--- src/hw/rtl/modular_exponentiation_core_macros.svh ---
// assertion macros for the modular exponentiation rtl
`ifndef MODULAR_EXPONENTIATION_CORE_MACROS_SVH
`define MODULAR_EXPONENTIATION_CORE_MACROS_SVH

`ifndef SYNTHESIS
// property checked on every rising edge outside reset
`define MEXP_ASSERT(lbl, clk, rstn, prop) \
  lbl: assert property (@(posedge clk) disable iff (!(rstn)) (prop)) \
    else $error("modular exponentiation assertion failed");
// condition that must never be seen outside reset
`define MEXP_ASSERT_NEVER(lbl, clk, rstn, cond) \
  `MEXP_ASSERT(lbl, clk, rstn, !(cond))
`else
`define MEXP_ASSERT(lbl, clk, rstn, prop)
`define MEXP_ASSERT_NEVER(lbl, clk, rstn, cond)
`endif

`endif

--- src/hw/rtl/mexp_pkg.sv ---
// types and constants of the modular exponentiation core
package mexp_pkg;

  localparam int unsigned OPERAND_WIDTH = 32;
  localparam int unsigned FIELD_W       = 32;
  localparam int unsigned CNT_W         = $clog2(OPERAND_WIDTH);
  localparam int unsigned IN_DATA_W     = 3 * FIELD_W;
  localparam int unsigned OUT_DATA_W    = FIELD_W;

  // operand choice for the shared modular multiplier
  typedef enum logic [1:0] {
    OPSEL_REDUCE,
    OPSEL_ACC,
    OPSEL_SQR
  } opsel_e;

  typedef struct packed {
    logic   load;
    logic   acc_zero;
    logic   start;
    opsel_e opsel;
    logic   base_wr_red;
    logic   base_wr_sq;
    logic   acc_wr;
    logic   exp_shift;
  } dp_cmd_t;

  typedef struct packed {
    logic mod_zero;
    logic exp_zero;
    logic exp_lsb;
    logic mm_done;
  } dp_status_t;

endpackage

--- src/hw/rtl/mexp_modmul.sv ---
// bit-serial interleaved modular multiplier, one multiplier bit per cycle
`include "modular_exponentiation_core_macros.svh"

module mexp_modmul
  import mexp_pkg::*;
(
  input  logic                     clk_i,
  input  logic                     rst_ni,
  input  logic                     start_i,
  input  logic [OPERAND_WIDTH-1:0] a_i,
  input  logic [OPERAND_WIDTH-1:0] b_i,
  input  logic [OPERAND_WIDTH-1:0] m_i,
  output logic                     done_o,
  output logic [OPERAND_WIDTH-1:0] result_o
);

  localparam int unsigned SW = OPERAND_WIDTH + 2;

  logic                     busy_q, busy_d;
  logic                     done_q, done_d;
  logic [CNT_W-1:0]         cnt_q, cnt_d;
  logic [OPERAND_WIDTH-1:0] a_q, a_d;
  logic [OPERAND_WIDTH-1:0] b_q, b_d;
  logic [OPERAND_WIDTH-1:0] r_q, r_d;

  logic [SW-1:0] sum;
  logic [SW-1:0] m1;
  logic [SW-1:0] m2;
  logic          last;

  assign last = (cnt_q == CNT_W'(OPERAND_WIDTH - 1));
  assign m1   = SW'(m_i);
  assign m2   = SW'({m_i, 1'b0});
  // r < m and b <= m keep 2r + b below 3m
  assign sum  = SW'({r_q, 1'b0}) + (a_q[OPERAND_WIDTH-1] ? SW'(b_q) : '0);

  always_comb begin
    busy_d = busy_q;
    done_d = 1'b0;
    cnt_d  = cnt_q;
    a_d    = a_q;
    b_d    = b_q;
    r_d    = r_q;
    if (start_i) begin
      busy_d = 1'b1;
      cnt_d  = '0;
      a_d    = a_i;
      b_d    = b_i;
      r_d    = '0;
    end else if (busy_q) begin
      a_d   = {a_q[OPERAND_WIDTH-2:0], 1'b0};
      cnt_d = cnt_q + CNT_W'(1);
      if (sum >= m2) begin
        r_d = OPERAND_WIDTH'(sum - m2);
      end else if (sum >= m1) begin
        r_d = OPERAND_WIDTH'(sum - m1);
      end else begin
        r_d = OPERAND_WIDTH'(sum);
      end
      if (last) begin
        busy_d = 1'b0;
        done_d = 1'b1;
      end
    end
  end

  always_ff @(posedge clk_i or negedge rst_ni) begin
    if (!rst_ni) begin
      busy_q <= 1'b0;
      done_q <= 1'b0;
      cnt_q  <= '0;
    end else begin
      busy_q <= busy_d;
      done_q <= done_d;
      cnt_q  <= cnt_d;
    end
  end

  always_ff @(posedge clk_i) begin
    a_q <= a_d;
    b_q <= b_d;
    r_q <= r_d;
  end

  assign done_o   = done_q;
  assign result_o = r_q;

  `MEXP_ASSERT_NEVER(a_start_busy, clk_i, rst_ni, start_i && busy_q)
  `MEXP_ASSERT(a_done_pulse, clk_i, rst_ni, done_q |=> !done_q)
  `MEXP_ASSERT(a_result_reduced, clk_i, rst_ni, done_q |-> (r_q < m_i))

endmodule

--- src/hw/rtl/mexp_datapath.sv ---
// operand registers, base reduction fix-up and the shared multiplier
module mexp_datapath
  import mexp_pkg::*;
(
  input  logic                     clk_i,
  input  logic                     rst_ni,
  input  dp_cmd_t                  cmd_i,
  input  logic [IN_DATA_W-1:0]     in_data_i,
  output dp_status_t               status_o,
  output logic [OPERAND_WIDTH-1:0] acc_o
);

  logic [OPERAND_WIDTH-1:0] base_q, base_d;
  logic [OPERAND_WIDTH-1:0] exp_q, exp_d;
  logic [OPERAND_WIDTH-1:0] mod_q, mod_d;
  logic [OPERAND_WIDTH-1:0] acc_q, acc_d;
  logic                     neg_q, neg_d;

  logic [OPERAND_WIDTH-1:0] in_base;
  logic [OPERAND_WIDTH-1:0] mag;
  logic [OPERAND_WIDTH-1:0] op_a;
  logic [OPERAND_WIDTH-1:0] op_b;
  logic [OPERAND_WIDTH-1:0] prod;
  logic [OPERAND_WIDTH-1:0] lifted;
  logic                     mm_done;

  assign in_base = in_data_i[OPERAND_WIDTH-1:0];
  // magnitude of the base as a two's complement value
  assign mag     = neg_q ? (~base_q + OPERAND_WIDTH'(1)) : base_q;
  assign lifted  = (prod == '0) ? '0 : (mod_q - prod);

  always_comb begin
    case (cmd_i.opsel)
      OPSEL_REDUCE: begin
        op_a = mag;
        op_b = OPERAND_WIDTH'(1);
      end
      OPSEL_ACC: begin
        op_a = acc_q;
        op_b = base_q;
      end
      OPSEL_SQR: begin
        op_a = base_q;
        op_b = base_q;
      end
      default: begin
        op_a = base_q;
        op_b = base_q;
      end
    endcase
  end

  mexp_modmul u_modmul (
    .clk_i    (clk_i),
    .rst_ni   (rst_ni),
    .start_i  (cmd_i.start),
    .a_i      (op_a),
    .b_i      (op_b),
    .m_i      (mod_q),
    .done_o   (mm_done),
    .result_o (prod)
  );

  always_comb begin
    base_d = base_q;
    exp_d  = exp_q;
    mod_d  = mod_q;
    acc_d  = acc_q;
    neg_d  = neg_q;
    if (cmd_i.load) begin
      base_d = in_base;
      neg_d  = in_base[OPERAND_WIDTH-1];
      exp_d  = in_data_i[FIELD_W +: OPERAND_WIDTH];
      mod_d  = in_data_i[2*FIELD_W +: OPERAND_WIDTH];
      acc_d  = OPERAND_WIDTH'(1);
    end
    if (cmd_i.acc_zero) begin
      acc_d = '0;
    end
    if (cmd_i.acc_wr) begin
      acc_d = prod;
    end
    if (cmd_i.base_wr_red) begin
      base_d = neg_q ? lifted : prod;
    end
    if (cmd_i.base_wr_sq) begin
      base_d = prod;
    end
    if (cmd_i.exp_shift) begin
      exp_d = {1'b0, exp_q[OPERAND_WIDTH-1:1]};
    end
  end

  always_ff @(posedge clk_i) begin
    base_q <= base_d;
    exp_q  <= exp_d;
    mod_q  <= mod_d;
    acc_q  <= acc_d;
    neg_q  <= neg_d;
  end

  assign status_o.mod_zero = (mod_q == '0);
  assign status_o.exp_zero = (exp_q == '0);
  assign status_o.exp_lsb  = exp_q[0];
  assign status_o.mm_done  = mm_done;
  assign acc_o             = acc_q;

endmodule

--- src/hw/rtl/mexp_ctrl.sv ---
// sequencer for base reduction and the square and multiply loop
module mexp_ctrl
  import mexp_pkg::*;
(
  input  logic       clk_i,
  input  logic       rst_ni,
  input  logic       in_valid_i,
  output logic       in_ready_o,
  input  logic       out_free_i,
  output logic       out_load_o,
  input  dp_status_t status_i,
  output dp_cmd_t    cmd_o
);

  localparam logic [2:0] ST_IDLE    = 3'd0;
  localparam logic [2:0] ST_CHECK   = 3'd1;
  localparam logic [2:0] ST_REDUCE  = 3'd2;
  localparam logic [2:0] ST_LOOP    = 3'd3;
  localparam logic [2:0] ST_MUL_ACC = 3'd4;
  localparam logic [2:0] ST_MUL_SQR = 3'd5;
  localparam logic [2:0] ST_FINISH  = 3'd6;

  logic [2:0] state_q, state_d;

  always_comb begin
    state_d    = state_q;
    in_ready_o = 1'b0;
    out_load_o = 1'b0;
    cmd_o      = '0;
    cmd_o.opsel = OPSEL_SQR;
    case (state_q)
      ST_IDLE: begin
        in_ready_o = 1'b1;
        if (in_valid_i) begin
          cmd_o.load = 1'b1;
          state_d    = ST_CHECK;
        end
      end
      ST_CHECK: begin
        if (status_i.mod_zero) begin
          cmd_o.acc_zero = 1'b1;
          state_d        = ST_FINISH;
        end else begin
          cmd_o.start = 1'b1;
          cmd_o.opsel = OPSEL_REDUCE;
          state_d     = ST_REDUCE;
        end
      end
      ST_REDUCE: begin
        if (status_i.mm_done) begin
          cmd_o.base_wr_red = 1'b1;
          state_d           = ST_LOOP;
        end
      end
      ST_LOOP: begin
        // exponent runs dry after at most one pass per operand bit
        if (status_i.exp_zero) begin
          state_d = ST_FINISH;
        end else if (status_i.exp_lsb) begin
          cmd_o.start = 1'b1;
          cmd_o.opsel = OPSEL_ACC;
          state_d     = ST_MUL_ACC;
        end else begin
          cmd_o.start = 1'b1;
          cmd_o.opsel = OPSEL_SQR;
          state_d     = ST_MUL_SQR;
        end
      end
      ST_MUL_ACC: begin
        if (status_i.mm_done) begin
          cmd_o.acc_wr = 1'b1;
          cmd_o.start  = 1'b1;
          cmd_o.opsel  = OPSEL_SQR;
          state_d      = ST_MUL_SQR;
        end
      end
      ST_MUL_SQR: begin
        if (status_i.mm_done) begin
          cmd_o.base_wr_sq = 1'b1;
          cmd_o.exp_shift  = 1'b1;
          state_d          = ST_LOOP;
        end
      end
      ST_FINISH: begin
        if (out_free_i) begin
          out_load_o = 1'b1;
          state_d    = ST_IDLE;
        end
      end
      default: begin
        state_d = ST_IDLE;
      end
    endcase
  end

  always_ff @(posedge clk_i or negedge rst_ni) begin
    if (!rst_ni) begin
      state_q <= ST_IDLE;
    end else begin
      state_q <= state_d;
    end
  end

endmodule

--- src/hw/rtl/modular_exponentiation_core.sv ---
// modular exponentiation core: base to the power exponent modulo modulus
//
// input stream s_axis carries one item per beat: signed base, unsigned
// exponent and modulus. output stream m_axis returns base^exponent mod
// modulus, or 1 when the exponent is zero, and 0 for a zero modulus.
// one item is worked on at a time. the base is first reduced by the shared
// bit-serial modular multiplier, then the exponent is scanned from its
// lowest bit: a set bit costs a multiply and a square, a clear bit a square.
// each multiplication steps through the W multiplier bits (W = operand width),
// one multiplier bit per cycle, so the run time of an item grows with the
// exponent up to its highest set bit. that one multiplier sets the rate.
// the result sits in an output register; the next item is taken as soon as
// the result has moved there, even while the receiver stalls. a stalled
// result holds its beat until taken, and the sequencer then waits before
// loading the following one.
// reset returns the sequencer to idle and empties the output register.
module modular_exponentiation_core
  import mexp_pkg::*;
(
  input  logic                  clk_i,
  input  logic                  rst_ni,
  input  logic                  s_axis_tvalid,
  output logic                  s_axis_tready,
  // base_value [31:0], exponent [63:32], modulus [95:64]
  input  logic [IN_DATA_W-1:0]  s_axis_tdata,
  output logic                  m_axis_tvalid,
  input  logic                  m_axis_tready,
  // power_result [31:0]
  output logic [OUT_DATA_W-1:0] m_axis_tdata
);

  dp_cmd_t                  cmd;
  dp_status_t               status;
  logic [OPERAND_WIDTH-1:0] acc;
  logic                     out_free;
  logic                     out_load;

  logic                  out_valid_q, out_valid_d;
  logic [OUT_DATA_W-1:0] out_data_q, out_data_d;

  assign out_free = !out_valid_q || m_axis_tready;

  mexp_ctrl u_ctrl (
    .clk_i      (clk_i),
    .rst_ni     (rst_ni),
    .in_valid_i (s_axis_tvalid),
    .in_ready_o (s_axis_tready),
    .out_free_i (out_free),
    .out_load_o (out_load),
    .status_i   (status),
    .cmd_o      (cmd)
  );

  mexp_datapath u_datapath (
    .clk_i     (clk_i),
    .rst_ni    (rst_ni),
    .cmd_i     (cmd),
    .in_data_i (s_axis_tdata),
    .status_o  (status),
    .acc_o     (acc)
  );

  always_comb begin
    out_valid_d = out_valid_q;
    out_data_d  = out_data_q;
    if (out_valid_q && m_axis_tready) begin
      out_valid_d = 1'b0;
    end
    if (out_load) begin
      out_valid_d = 1'b1;
      out_data_d  = OUT_DATA_W'(acc);
    end
  end

  always_ff @(posedge clk_i or negedge rst_ni) begin
    if (!rst_ni) begin
      out_valid_q <= 1'b0;
    end else begin
      out_valid_q <= out_valid_d;
    end
  end

  always_ff @(posedge clk_i) begin
    out_data_q <= out_data_d;
  end

  assign m_axis_tvalid = out_valid_q;
  assign m_axis_tdata  = out_data_q;

endmodule

--- config.mk ---
export PLATFORM = sky130hd
export DESIGN_NAME = modular_exponentiation_core
export DESIGN_NICKNAME = d
export VERILOG_FILES = /design/src/hw/rtl/mexp_pkg.sv /design/src/hw/rtl/mexp_modmul.sv /design/src/hw/rtl/mexp_datapath.sv /design/src/hw/rtl/mexp_ctrl.sv /design/src/hw/rtl/modular_exponentiation_core.sv
export VERILOG_INCLUDE_DIRS = /design/src /design/src/hw/rtl
export SDC_FILE = /design/constraint.sdc
export NUM_CORES = 1
export LEC_CHECK = 0
export ABC_AREA = 1
export BUFFER_PORTS_ARGS = -buffer_cell sky130_fd_sc_hd__buf_2
export CORE_MARGIN = 8
export CORE_UTILIZATION = 30
export CTS_BUF_LIST = sky130_fd_sc_hd__clkbuf_2 sky130_fd_sc_hd__clkbuf_4 sky130_fd_sc_hd__clkbuf_8
export CTS_CLUSTER_SIZE = 28
export DETAILED_ROUTE_END_ITERATION = 10
export GPL_ROUTABILITY_DRIVEN = 0
export PLACE_DENSITY = 0.51
export REMOVE_ABC_BUFFERS = 1
export SLEW_MARGIN = 20
export SYNTH_ARGS = -nofsm -noshare
export SYNTH_HDL_FRONTEND = slang
export SYNTH_SLANG_ARGS = --single-unit
export TNS_END_PERCENT = 30
--- constraint.sdc ---
create_clock -name clk_i -period 3.95 [get_ports clk_i]
set_clock_uncertainty 0.05 [all_clocks]
set_input_delay 0.395 -clock clk_i [delete_from_list [all_inputs] [get_ports clk_i]]
set_output_delay 0.395 -clock clk_i [all_outputs]
set_load 0.005 [all_outputs]
==> impl_metrics.yaml <==
synthesis:
  synth.top_cell.area_share: 0.319
  synth_top_area_cell: "edfxtp_1"
  ys_warn_count: 0
  synth_fa_ha_area_frac: 0.0803
  synth_ff_type: "edfxtp_1"
  synth.distinct_cells: 54
  synthTopCellsByArea: "edfxtp_1 32%, nand2_1 15%, ha_1 7.6%"
  synth-edff-count: 224
  ys_seq_area_frac: 0.363
  synthXorXnorAreaFrac: 0.0344
  synth.mux.area_fraction: 0
  netlist_top_cells_count: "853 x nand2_1, 386 x inv_1, 282 x nor2_1"
  avgSynthCellArea_um2: 7.12
  synth_top_family_by_area: "simple AND/OR/NAND/NOR gates"
  synth-compound-area-share: 0.152
  yosys.area_share.simple: 0.282
  synth_area_um2: 21100
  synthArstFlopShare: 0.0410
  syn_inst: 2964
  ys_ff_latch: 268
  synth_most_common_cell: "nand2_1"
cells_and_area:
  area_growth_pct: 42.3
  final_core_util: 0.430
  final_layout_size_suffix_gt1_frac: 0.284
  nets: 3883
  final_design_area_no_fill_um2: 30000
timing:
  min_period_ns: 4.35
  post-route-period-util: 1.10
  finalHoldViolCount: 0
  rsz0062_at_grt: "yes"
  hold_ws_ns: 0.106
  relSlewSlack: 0.435
  worst-slew-pin-transition_ns: 0.839
  max_freq_mhz: 230
  layout_setup_ws_ns: -0.401
  finalSetupViolations: 32
  final_max_slew_viol_count: 0
floorplanning:
  num_io_pins: 134
  coreArea_um2: 69800
  placementRows: 97
  fp.dieW_um: 281
  die_h_um: 281
  dieArea_um2: 79100
  start_util: 0.302
clocking:
  clk_path_buf_depth: 3
  cts-root-buf: "clkbuf_8"
  cts_tree: "built"
  numCtsBuffers: 48
  clk_pin_slew_ns: 0.07
  clock_latency_ns: 0.64
  cts.sinks: 268
  htree_levels: 2
grt:
  overflow: 0
  grt_pass1_wl_um: 130000
  antenna_found_initial: 4
  grt_usage: 0.214
  grt_pass1_vias: 21600
  grt_start_max_net_pins: 59
setup_path:
  critPathTopFamily: "simple AND/OR/NAND/NOR gates"
  cp-start-kind: "register"
  crit_type: "reg2reg"
  cp-end-kind: "register"
  worst-path-buf-inv: 9
  arrival_ns: 4.86
  crit_slowest_cell: "edfxtp_1"
  critPathMaxStageDelay_ns: 0.38
  required_ns: 4.46
  crit_fanout: 7
placement:
  postPlaceCellArea_um2: 26300
  dp_hpwl_um: 68800
  pre_cts_ws_ns: -0.996
  io_buffers: 133
drt:
  num_vias: 22600
  drc: 0
  routedWlPerCell_um: 18.9
  drtAntennaViolNets: 0
  vias_per_cell: 4.89
  routed_wirelength_um: 87400
  drt-initial-drc-count: 2238
  dr.pass1.iters: 8
worst_hold_path:
  hold_path.class: "in2reg"
run_status:
  violations: "negative setup slack"
  status: "finished with violations"
flow_run:
  cap_violations: 0
==> cells by family (layout without fill, tap and decap cells) <==
group	Yosys count	after routing
and+or+nand+nor	1431	1431
AOI/OAI and AO/OA	580	581
buffers and inverters	469	1192
DFF	268	268
adders and majority gates	133	133
xor gates and xnor gates	83	83
other	0	2
==> per-layer routing <==
metal / global-route usage / wire length [um] / vias up
met1: 0.305 / 40400 / 10500
met3: 0.0281 / 5660 / 120
met2: 0.342 / 39200 / 732
met5: 0 / 11 / -
li1: - / - / 11200
met4: 0.0527 / 2130 / 2
==> state kept, by name (all words and copies together), names as in the netlist, 5 cells and up <==
signal,cells
u_datapath.u_modmul.b_q,32
u_datapath.acc_o,32
m_axis_tdata,32
u_datapath.u_modmul.cnt_q,5
u_datapath.mod_q,32
u_datapath.base_q,32
u_datapath.u_modmul.result_o,32
u_datapath.exp_q,32
u_datapath.u_modmul.a_q,32
==> timing repair <==
| item | CTS | global route |
|---|---|---|
| hold buffers | 67 | 0 |
| gates resized for setup | 265 | 99 |
| hold endpoints to repair | 77 | 0 |
| endpoints found under the setup margin | 32 | 32 |
| pin swaps | 91 | 62 |
| cloned | 4 | 1 |
| buffers inserted | 32 | 8 |
==> placed cells by master (no fill, tap or decap), types with 20 or more instances in the layout <==
master / count
buf_2: 133
o211ai_1: 22
xor2_1: 51
edfxtp_1: 224
a21oi_1: 228
nand2_1: 769
a21oi_2: 34
clkbuf_8: 57
dfxtp_1: 33
nand3_1: 118
o21a_1: 20
buf_4: 462
o21bai_1: 20
dlygate4sd3_1: 67
inv_1: 357
nand4_1: 44
ha_4: 43
buf_6: 27
nor3_1: 27
inv_2: 32
xnor2_1: 23
nand2_2: 79
nand2_4: 25
o21ai_0: 185
ha_1: 84
nor2_2: 21
nor2_1: 254
==> path summary, 6_finish.rpt <==
kind / cells past startpoint / slack [ns] / to / from
setup / recovery: 32 / -0.40 / u_datapath.u_modmul.result_o[4] / u_datapath.u_modmul.a_q[31]
hold / removal: 3 / 0.11 / u_datapath.base_q[14] / s_axis_tdata[14]
setup reg to reg: 32 / -0.40 / u_datapath.u_modmul.result_o[4] / u_datapath.u_modmul.a_q[31]
hold reg to reg: 0 / 0.40 / m_axis_tdata[29] / u_datapath.acc_o[29]
max in group asynchronous: 2 / 3.50 / u_datapath.u_modmul.cnt_q[1] / rst_ni
min in group asynchronous: 2 / 0.12 / u_ctrl.state_q[1] / rst_ni
==> per-stage QoR <==
stage          cells  setup TNS (ns)
2_1_floorplan   2890          -69.84
3_3_place_gp    4431          -27.29
3_5_place_dp    4431          -27.32
4_1_cts         4620           -9.62
5_1_grt         4629          -18.69
6_report        4630          -10.85
==> worst reg2reg max path: cells and delay by family (launching register included) <==
kind	cells	cell delay, ns
simple gates	18	1.70
fa+ha+maj	2	0.53
buf+inv	9	1.14
flops	1	0.38
compound gates	3	0.46
==> layout make-up <==
class,count,area [um2]
sequential,268,7660
clock buffer,70,882
tap,940,1180
timing repair buffer,709,5510
inverter,395,1490
clock inverter,18,140
multi-input combinational,2228,13200
fill,7181,39700
antenna,2,5.00
Power is left out: the tool's default activity adds up to more than one toggle a clock period on the data nets, which glitch-free logic cannot reach.
